**config.mk**
```make
export PLATFORM = sky130hd
export DESIGN_NAME = http_request_line_parser
export DESIGN_NICKNAME = d
export VERILOG_FILES = /design/src/rtl/hrlp_pkg.sv /design/src/rtl/hrlp_step.sv /design/src/rtl/http_request_line_parser.sv
export SDC_FILE = /design/constraint.sdc
export NUM_CORES = 1
export LEC_CHECK = 0
export BUFFER_PORTS_ARGS = -buffer_cell sky130_fd_sc_hd__buf_2
export CELL_PAD_IN_SITES_DETAIL_PLACEMENT = 0
export CELL_PAD_IN_SITES_GLOBAL_PLACEMENT = 1
export CORE_MARGIN = 5
export CORE_UTILIZATION = 49
export CTS_CLUSTER_DIAMETER = 60
export CTS_CLUSTER_SIZE = 40
export DETAILED_ROUTE_END_ITERATION = 8
export GPL_ROUTABILITY_DRIVEN = 1
export MAX_ROUTING_LAYER = met4
export PLACE_DENSITY = 0.88
export SKIP_LAST_GASP = 1
export SLEW_MARGIN = 20
export SYNTH_ARGS = -nofsm -noshare
export SYNTH_HDL_FRONTEND = slang
export SYNTH_SLANG_ARGS = --single-unit
```
**constraint.sdc**
```tcl
create_clock -name aclk -period 6.41 [get_ports aclk]
set_clock_uncertainty 0.2 [all_clocks]
set_input_delay 1.923 -clock aclk [delete_from_list [all_inputs] [get_ports aclk]]
set_output_delay 1.923 -clock aclk [all_outputs]
set_load 0.03 [all_outputs]
```
**src/rtl/hrlp_pkg.sv**
```systemverilog
package hrlp_pkg;

    typedef enum logic [2:0] {
        PH_METHOD,
        PH_URI_FIRST,
        PH_URI,
        PH_VERSION,
        PH_SKIP
    } phase_t;

    typedef enum logic [1:0] {
        ST_BUSY  = 2'd0,
        ST_DONE  = 2'd1,
        ST_ERROR = 2'd2
    } line_status_t;

    localparam logic [1:0] METH_GET    = 2'd0;
    localparam logic [1:0] METH_PUT    = 2'd1;
    localparam logic [1:0] METH_POST   = 2'd2;
    localparam logic [1:0] METH_DELETE = 2'd3;

    localparam logic [7:0] CH_SP    = 8'h20;
    localparam logic [7:0] CH_TAB   = 8'h09;
    localparam logic [7:0] CH_LF    = 8'h0A;
    localparam logic [7:0] CH_VT    = 8'h0B;
    localparam logic [7:0] CH_FF    = 8'h0C;
    localparam logic [7:0] CH_CR    = 8'h0D;
    localparam logic [7:0] CH_SLASH = 8'h2F;

    localparam logic [3:0]  VERSION_LEN     = 4'd9;
    localparam logic [3:0]  PREFIX_MAX      = 4'd15;
    localparam logic [15:0] URI_COUNT_MAX   = 16'hFFFF;
    localparam logic [15:0] MAX_URI_LEN_RST = 16'd2048;

    typedef struct packed {
        phase_t      phase;
        logic [3:0]  method_prefix;
        logic [1:0]  method;
        logic [15:0] uri_count;
        logic [3:0]  version_pos;
        logic        line_bad;
    } line_state_t;

    localparam line_state_t LINE_STATE_RST = '{
        phase:         PH_METHOD,
        method_prefix: 4'd0,
        method:        METH_GET,
        uri_count:     16'd0,
        version_pos:   4'd0,
        line_bad:      1'b0
    };

    typedef struct packed {
        logic [15:0]  uri_length;
        logic [1:0]   method_code;
        line_status_t line_status;
        logic         uri_valid;
        logic [7:0]   uri_byte;
    } line_result_t;

    function automatic logic [3:0] method_len(input logic [1:0] m);
        case (m)
            METH_GET:    method_len = 4'd3;
            METH_PUT:    method_len = 4'd3;
            METH_POST:   method_len = 4'd4;
            METH_DELETE: method_len = 4'd6;
            default:     method_len = 4'd0;
        endcase
    endfunction

    // letter n of the method word, zero past its end
    function automatic logic [7:0] method_char(input logic [1:0] m, input logic [3:0] n);
        logic [47:0] word;
        word = 48'd0;
        case (m)
            METH_GET:    word = {24'd0, "TEG"};
            METH_PUT:    word = {24'd0, "TUP"};
            METH_POST:   word = {16'd0, "TSOP"};
            METH_DELETE: word = "ETELED";
            default:     word = 48'd0;
        endcase
        if (n < 4'd6) begin
            method_char = word[n[2:0]*8 +: 8];
        end else begin
            method_char = 8'd0;
        end
    endfunction

    function automatic logic [7:0] version_char(input logic [3:0] pos);
        case (pos)
            4'd0:    version_char = "H";
            4'd1:    version_char = "T";
            4'd2:    version_char = "T";
            4'd3:    version_char = "P";
            4'd4:    version_char = "/";
            4'd5:    version_char = "1";
            4'd6:    version_char = ".";
            4'd7:    version_char = "1";
            4'd8:    version_char = CH_CR;
            default: version_char = 8'd0;
        endcase
    endfunction

    function automatic logic is_blank(input logic [7:0] b);
        is_blank = (b == CH_SP) || (b == CH_TAB) || (b == CH_LF) ||
                   (b == CH_VT) || (b == CH_FF) || (b == CH_CR);
    endfunction

endpackage

```
**src/rtl/hrlp_step.sv**
```systemverilog
module hrlp_step
    import hrlp_pkg::*;
(
    input  line_state_t  st,
    input  logic [7:0]   data_byte,
    input  logic [15:0]  max_uri_len,
    output line_state_t  st_next,
    output line_result_t res
);

    logic [15:0] count_inc;
    logic        too_long;
    logic        is_upper;
    logic [1:0]  method_tmp;
    logic        uri_take;

    assign count_inc = (st.uri_count == URI_COUNT_MAX) ? st.uri_count
                                                       : st.uri_count + 16'd1;
    assign too_long  = count_inc > max_uri_len;
    assign is_upper  = (data_byte >= "A") && (data_byte <= "Z");

    // next line state
    always_comb begin
        st_next    = st;
        method_tmp = st.method;
        if (data_byte == CH_LF) begin
            st_next = LINE_STATE_RST;
        end else begin
            case (st.phase)
                PH_METHOD: begin
                    if (data_byte == CH_SP) begin
                        if (st.method_prefix != method_len(st.method)) begin
                            st_next.line_bad = 1'b1;
                        end
                        st_next.phase = PH_URI_FIRST;
                    end else if (!is_upper) begin
                        st_next.line_bad = 1'b1;
                        st_next.phase    = PH_SKIP;
                    end else begin
                        if (st.method_prefix == 4'd0) begin
                            case (data_byte)
                                "G":     method_tmp = METH_GET;
                                "P":     method_tmp = METH_PUT;
                                "D":     method_tmp = METH_DELETE;
                                default: st_next.line_bad = 1'b1;
                            endcase
                        end else if (st.method_prefix == 4'd1 && st.method == METH_PUT &&
                                     data_byte == "O") begin
                            method_tmp = METH_POST;
                        end
                        if (st.method_prefix >= method_len(method_tmp) ||
                            method_char(method_tmp, st.method_prefix) != data_byte) begin
                            st_next.line_bad = 1'b1;
                        end
                        st_next.method = method_tmp;
                        if (st.method_prefix < PREFIX_MAX) begin
                            st_next.method_prefix = st.method_prefix + 4'd1;
                        end
                    end
                end
                PH_URI_FIRST: begin
                    if (data_byte == CH_SLASH) begin
                        st_next.uri_count = count_inc;
                        if (too_long) begin
                            st_next.line_bad = 1'b1;
                        end
                        st_next.phase = PH_URI;
                    end else begin
                        st_next.line_bad = 1'b1;
                        st_next.phase    = PH_SKIP;
                    end
                end
                PH_URI: begin
                    if (data_byte == CH_SP) begin
                        st_next.phase       = PH_VERSION;
                        st_next.version_pos = 4'd0;
                    end else if (is_blank(data_byte)) begin
                        st_next.line_bad = 1'b1;
                        st_next.phase    = PH_SKIP;
                    end else begin
                        st_next.uri_count = count_inc;
                        if (too_long) begin
                            st_next.line_bad = 1'b1;
                        end
                    end
                end
                PH_VERSION: begin
                    if (st.version_pos < VERSION_LEN &&
                        version_char(st.version_pos) == data_byte) begin
                        st_next.version_pos = st.version_pos + 4'd1;
                    end else begin
                        st_next.line_bad = 1'b1;
                        st_next.phase    = PH_SKIP;
                    end
                end
                default: begin
                end
            endcase
        end
    end

    // result for this byte
    always_comb begin
        res      = '0;
        uri_take = 1'b0;
        if (data_byte == CH_LF) begin
            if (!st.line_bad && st.phase == PH_VERSION && st.version_pos == VERSION_LEN) begin
                res.line_status = ST_DONE;
                res.method_code = st.method;
                res.uri_length  = st.uri_count;
            end else begin
                res.line_status = ST_ERROR;
            end
        end else begin
            res.line_status = ST_BUSY;
            case (st.phase)
                PH_URI_FIRST: uri_take = (data_byte == CH_SLASH);
                PH_URI:       uri_take = !is_blank(data_byte);
                default:      uri_take = 1'b0;
            endcase
        end
        res.uri_valid = uri_take;
        res.uri_byte  = uri_take ? data_byte : 8'd0;
    end

endmodule

```
**src/rtl/http_request_line_parser.sv**
```systemverilog
// HTTP request line checker, one byte per transfer.
// s_ channel: one byte of the request line per transfer in s_tdata[7:0].
// m_ channel: exactly one result per input byte, in order. m_tuser is the
// uri_valid flag (the byte in m_tdata[7:0] belongs to the URI); m_tdata also
// carries the line status (busy, complete, error), and on completion the
// method code and URI length. The verdict comes with the first line feed,
// after which the parser is back at the start of a new line.
// cfg_wr_en/cfg_wr_data write max_uri_len (reset 2048); write only when idle.
// A byte in the input register has its result registered on m_ as it advances.
// Throughput: one byte per cycle unless m_ stalls; the per-byte check is short
// combinational logic between the input register and the output register.
// A stalled m_ side holds its result; the input register keeps taking one
// more byte, then s_tready drops until the output moves.
// Reset (aresetn low, synchronous) empties both stages, clears the line
// state and sets max_uri_len to 2048.
module http_request_line_parser
    import hrlp_pkg::*;
(
    input  logic        aclk,
    input  logic        aresetn,
    input  logic        s_tvalid,
    output logic        s_tready,
    input  logic [7:0]  s_tdata,      // data_byte[7:0]
    output logic        m_tvalid,
    input  logic        m_tready,
    output logic [31:0] m_tdata,      // uri_byte[7:0], line_status[9:8],
                                      // method_code[11:10], uri_length[27:12]
    output logic        m_tuser,      // uri_valid
    input  logic        cfg_wr_en,
    input  logic [15:0] cfg_wr_data
);

    logic         in_valid_reg, in_valid_next;
    logic [7:0]   in_byte_reg, in_byte_next;
    logic         out_valid_reg, out_valid_next;
    line_result_t out_result_reg, out_result_next;
    line_state_t  state_reg, state_next;
    logic [15:0]  max_uri_len_reg, max_uri_len_next;
    line_state_t  step_state;
    line_result_t step_result;
    logic         advance;
    logic         in_xfer;

    hrlp_step u_step (
        .st          (state_reg),
        .data_byte   (in_byte_reg),
        .max_uri_len (max_uri_len_reg),
        .st_next     (step_state),
        .res         (step_result)
    );

    assign advance  = in_valid_reg && (!out_valid_reg || m_tready);
    assign s_tready = !in_valid_reg || advance;
    assign in_xfer  = s_tvalid && s_tready;

    always_comb begin
        in_valid_next    = in_xfer ? 1'b1 : (advance ? 1'b0 : in_valid_reg);
        in_byte_next     = in_xfer ? s_tdata : in_byte_reg;
        out_valid_next   = advance ? 1'b1 : (m_tready ? 1'b0 : out_valid_reg);
        out_result_next  = advance ? step_result : out_result_reg;
        state_next       = advance ? step_state : state_reg;
        max_uri_len_next = cfg_wr_en ? cfg_wr_data : max_uri_len_reg;
    end

    always_ff @(posedge aclk) begin
        if (!aresetn) begin
            in_valid_reg    <= 1'b0;
            out_valid_reg   <= 1'b0;
            state_reg       <= LINE_STATE_RST;
            max_uri_len_reg <= MAX_URI_LEN_RST;
        end else begin
            in_valid_reg    <= in_valid_next;
            out_valid_reg   <= out_valid_next;
            state_reg       <= state_next;
            max_uri_len_reg <= max_uri_len_next;
        end
    end

    always_ff @(posedge aclk) begin
        in_byte_reg    <= in_byte_next;
        out_result_reg <= out_result_next;
    end

    assign m_tvalid = out_valid_reg;
    assign m_tuser  = out_result_reg.uri_valid;
    assign m_tdata  = {4'd0, out_result_reg.uri_length, out_result_reg.method_code,
                       out_result_reg.line_status, out_result_reg.uri_byte};

    // a verdict always leaves a fresh line behind
    assert property (@(posedge aclk) disable iff (!aresetn)
        advance && step_result.line_status != ST_BUSY |=>
            state_reg.phase == PH_METHOD && state_reg.uri_count == 16'd0 &&
            !state_reg.line_bad)
        else $error("line state not cleared after verdict");

    assert property (@(posedge aclk) disable iff (!aresetn)
        state_reg.phase == PH_SKIP |-> state_reg.line_bad)
        else $error("skipping a line that is not marked bad");

    assert property (@(posedge aclk) disable iff (!aresetn)
        m_tvalid && m_tuser |-> out_result_reg.line_status == ST_BUSY)
        else $error("uri byte carries a verdict");

    assert property (@(posedge aclk) disable iff (!aresetn)
        !advance && !cfg_wr_en |=> $stable(state_reg))
        else $error("line state moved without a byte");

endmodule
```
==> impl_metrics.py <==
metrics = {
    "outcome": {
        "outcome": "finished clean",
    },
    "synth": {
        "yosysMostFrequentCell": "nor2_1",
        "postSynthAreaPerCell_um2": 9.22,
        "synthTopCellsByCount": "nor2_1, dfxtp_1, nand2_1, edfxtp_1, ha_1",
        "synthFlopType": "dfxtp_1",
        "synth_area_um2": 5390,
        "synth_edf_count": 37,
        "synth_cell_types": 71,
        "synth_area_leaders": "edfxtp_1, dfxtp_1, ha_1",
        "synth_top_area_share_pct": 20.6,
        "netlist.top_cell.by_area": "edfxtp_1",
        "ys_seq_area_share_pct": 41.1,
        "synthCells": 584,
        "async_flop_share_pct": 0,
        "ys_seq_elements": 92,
        "yosys_warnings": 0,
    },
    "sta": {
        "slew_headroom_pct": 54.9,
        "maxSlewViolCount": 0,
        "worst_slew_pin_slew_ns": 0.675,
        "post-route-period-util_pct": 72.1,
        "fmax_ghz": 0.216,
        "fin_ws_ns": 1.79,
        "setup_viol_count_final": 0,
        "layout_min_cycle_time_ns": 4.62,
        "hold_slack_ns": 0.307,
        "rsz0062_at_grt": "no",
        "fin_setup_tns_ns": 0,
        "finalHoldViolCount": 0,
    },
    "cts": {
        "post_cts_buffers": 0,
        "holdBufCountCts": 0,
        "cts_sinks": 92,
        "numCtsBuffers": 9,
        "clk_latency_ns": 0.37,
        "ctsResizeCount": 0,
        "clkTransAtPathRegs_ns": 0.09,
        "clockBufferDepth": 2,
        "clockRootBuffer": "clkbuf_8",
        "cts_tree": "yes",
        "htreeDepth": 3,
    },
    "setup_path": {
        "critPathMaxStageDelay_ns": 0.20,
        "crit_path_top_delay_cell": "nor2b_1",
        "critical_path.max_fanout": 4,
        "crit_family": "simple AND/OR/NAND/NOR gates",
        "critPathArrivalTime_ns": 2.50,
        "worstSetupPathType": "in2out",
        "path_buf_inv": 2,
        "cp-end-kind": "output port",
        "crit_chain": "buf_2 > nor2b_1 > nand2_1 > buf_2",
        "start_kind": "input pin",
        "critPathRequiredTime_ns": 4.29,
        "cp_common_cell": "buf_2",
    },
    "global_route": {
        "grt_pass1_wl_um": 20800,
        "grt_max_degree": 44,
        "track_usage_pct": 20.0,
        "antenna_found_initial": 0,
        "grt_pass1_vias": 4262,
        "grt_overflow": 0,
    },
    "placement": {
        "dp_slack_ns": 1.78,
        "io_buffers": 59,
        "hpwlAfterDp_um": 8890,
        "gp_congestion": 0.888,
    },
    "pwr": {
        "p_seq_share_pct": 56.4,
        "p_sw_share_pct": 26.2,
        "irDropWorstVdd_mv": 0.110,
        "internal_power_uw": 845,
        "p_comb_share_pct": 8.7,
        "fin_total_pwr_mw": 1.15,
        "p_per_area_nw_per_um2": 194,
        "p_clk_share_pct": 34.9,
        "power.switching_uw": 300,
        "leakagePower_nw": 2.29,
    },
    "floorplanning": {
        "rows": 38,
        "dieArea_um2": 13200,
        "ios": 64,
        "fp.dieH_um": 115,
        "core_area_um2": 10800,
        "initial_core_util_pct": 49.9,
        "die_w_um": 115,
    },
    "drt": {
        "postRouteAntennaNets": 0,
        "vias": 4416,
        "drt_pass1_iterations": 5,
        "drt_iter0_markers": 308,
        "via_per_inst": 5.72,
        "post_drt_wl_per_cell_um": 15.8,
        "drc": 0,
        "drt-total-wl_um": 12200,
    },
    "layout": {
        "area_growth_pct": 9.85,
        "antennaDiodeCount": 0,
        "finalNetCount": 692,
        "seqCellArea_um2": 2210,
        "multi_input_area_um2": 2890,
        "drive_gt1_share_pct": 14.7,
        "n_fill_cell": 960,
        "largest_reg_flops": 30,
    },
    "run": {
        "drv_cap": 0,
    },
    "worst_hold_path": {
        "hp-class": "reg2reg",
    },
}
==> metal layers <==
| metal | vias to the layer above | track usage, % | part of all wire [%] |
|---|---|---|---|
| met1 | 2075 | 27.8 | 48 |
| met4 | 0 | 7.04 | 2.2 |
| li1 | 2189 | - | - |
| met3 | 27 | 3.42 | 5.3 |
| met2 | 125 | 29.6 | 45 |
| met5 | - | - | 0 |
==> cell type report <==
| class | count | area share (%) |
|---|---|---|
| clock buffer | 9 | 2.09 |
| inverter | 32 | 2.03 |
| multi-input combinational | 430 | 48.9 |
| timing repair buffer | 62 | 5.37 |
| clock inverter | 7 | 1.27 |
| sequential | 92 | 37.4 |
| tap | 140 | 2.96 |
==> worst paths after layout <==
path | startpoint | end | slack (ns) | depth (start not counted)
min reg2reg | max_uri_len_reg[13] | max_uri_len_reg[13] | 0.31 | 2
max reg2reg | state_reg[24] | state_reg[0] | 2.16 | 15
min | max_uri_len_reg[13] | max_uri_len_reg[13] | 0.31 | 2
max | m_tready | s_tready | 1.79 | 4
==> power groups by stage <==
stage,sequential [mW],clock [mW],combinational (mW)
final,0.645,0.400,0.100
after global routing,0.649,0.436,0.110
after CTS,0.645,0.407,0.101
after detailed placement,0.659,0,0.100
after global placement,0.658,0,0.0974
after floorplan,0.665,0,0.0646
==> tightest hold or removal path: stages (launching register included) <==
cell and delay, ns:
dfxtp_1 0.34, mux2i_1 0.07, nor2_1 0.07
==> layout by cell type, fill, tap and decap left out, types with 6 or more instances in the layout <==
cell type / instances
a21oi_1: 27
a22oi_1: 7
and2_1: 27
and3_1: 10
buf_2: 59
clkbuf_8: 9
dfxtp_1: 55
edfxtp_1: 37
ha_1: 36
inv_1: 30
mux2i_1: 21
nand2_1: 38
nand2b_1: 6
nand3_1: 10
nand4_1: 14
nor2_1: 62
nor3_1: 22
nor4_1: 7
o21ai_0: 20
or3_1: 8
xnor2_1: 11
xor2_1: 12
==> per-stage QoR <==
| step | std cells | utilization (%) | area [um^2] |
|---|---|---|---|
| 3_5_place_dp | 756 | 53.0 | 5720 |
| 6_report | 772 | 54.8 | 5920 |
| 5_1_grt | 772 | 54.8 | 5920 |
| 2_1_floorplan | 587 | - | 5400 |
| 4_1_cts | 772 | 54.8 | 5920 |
| 3_3_place_gp | 756 | 53.0 | 5720 |
==> cells by family after synthesis <==
logic type,count (synthesis),synth area share (%)
AO/OA/AOI/OAI,108,13.6
XOR/XNOR,24,4.04
adder cells (fa/ha/maj),36,8.36
buffers and inverters,65,5.44
flip-flops,92,41.1
multiplexers,22,4.11
other,1,0.0696
AND/OR/NAND/NOR,236,23.3
Power figures use the tool's default switching activity.
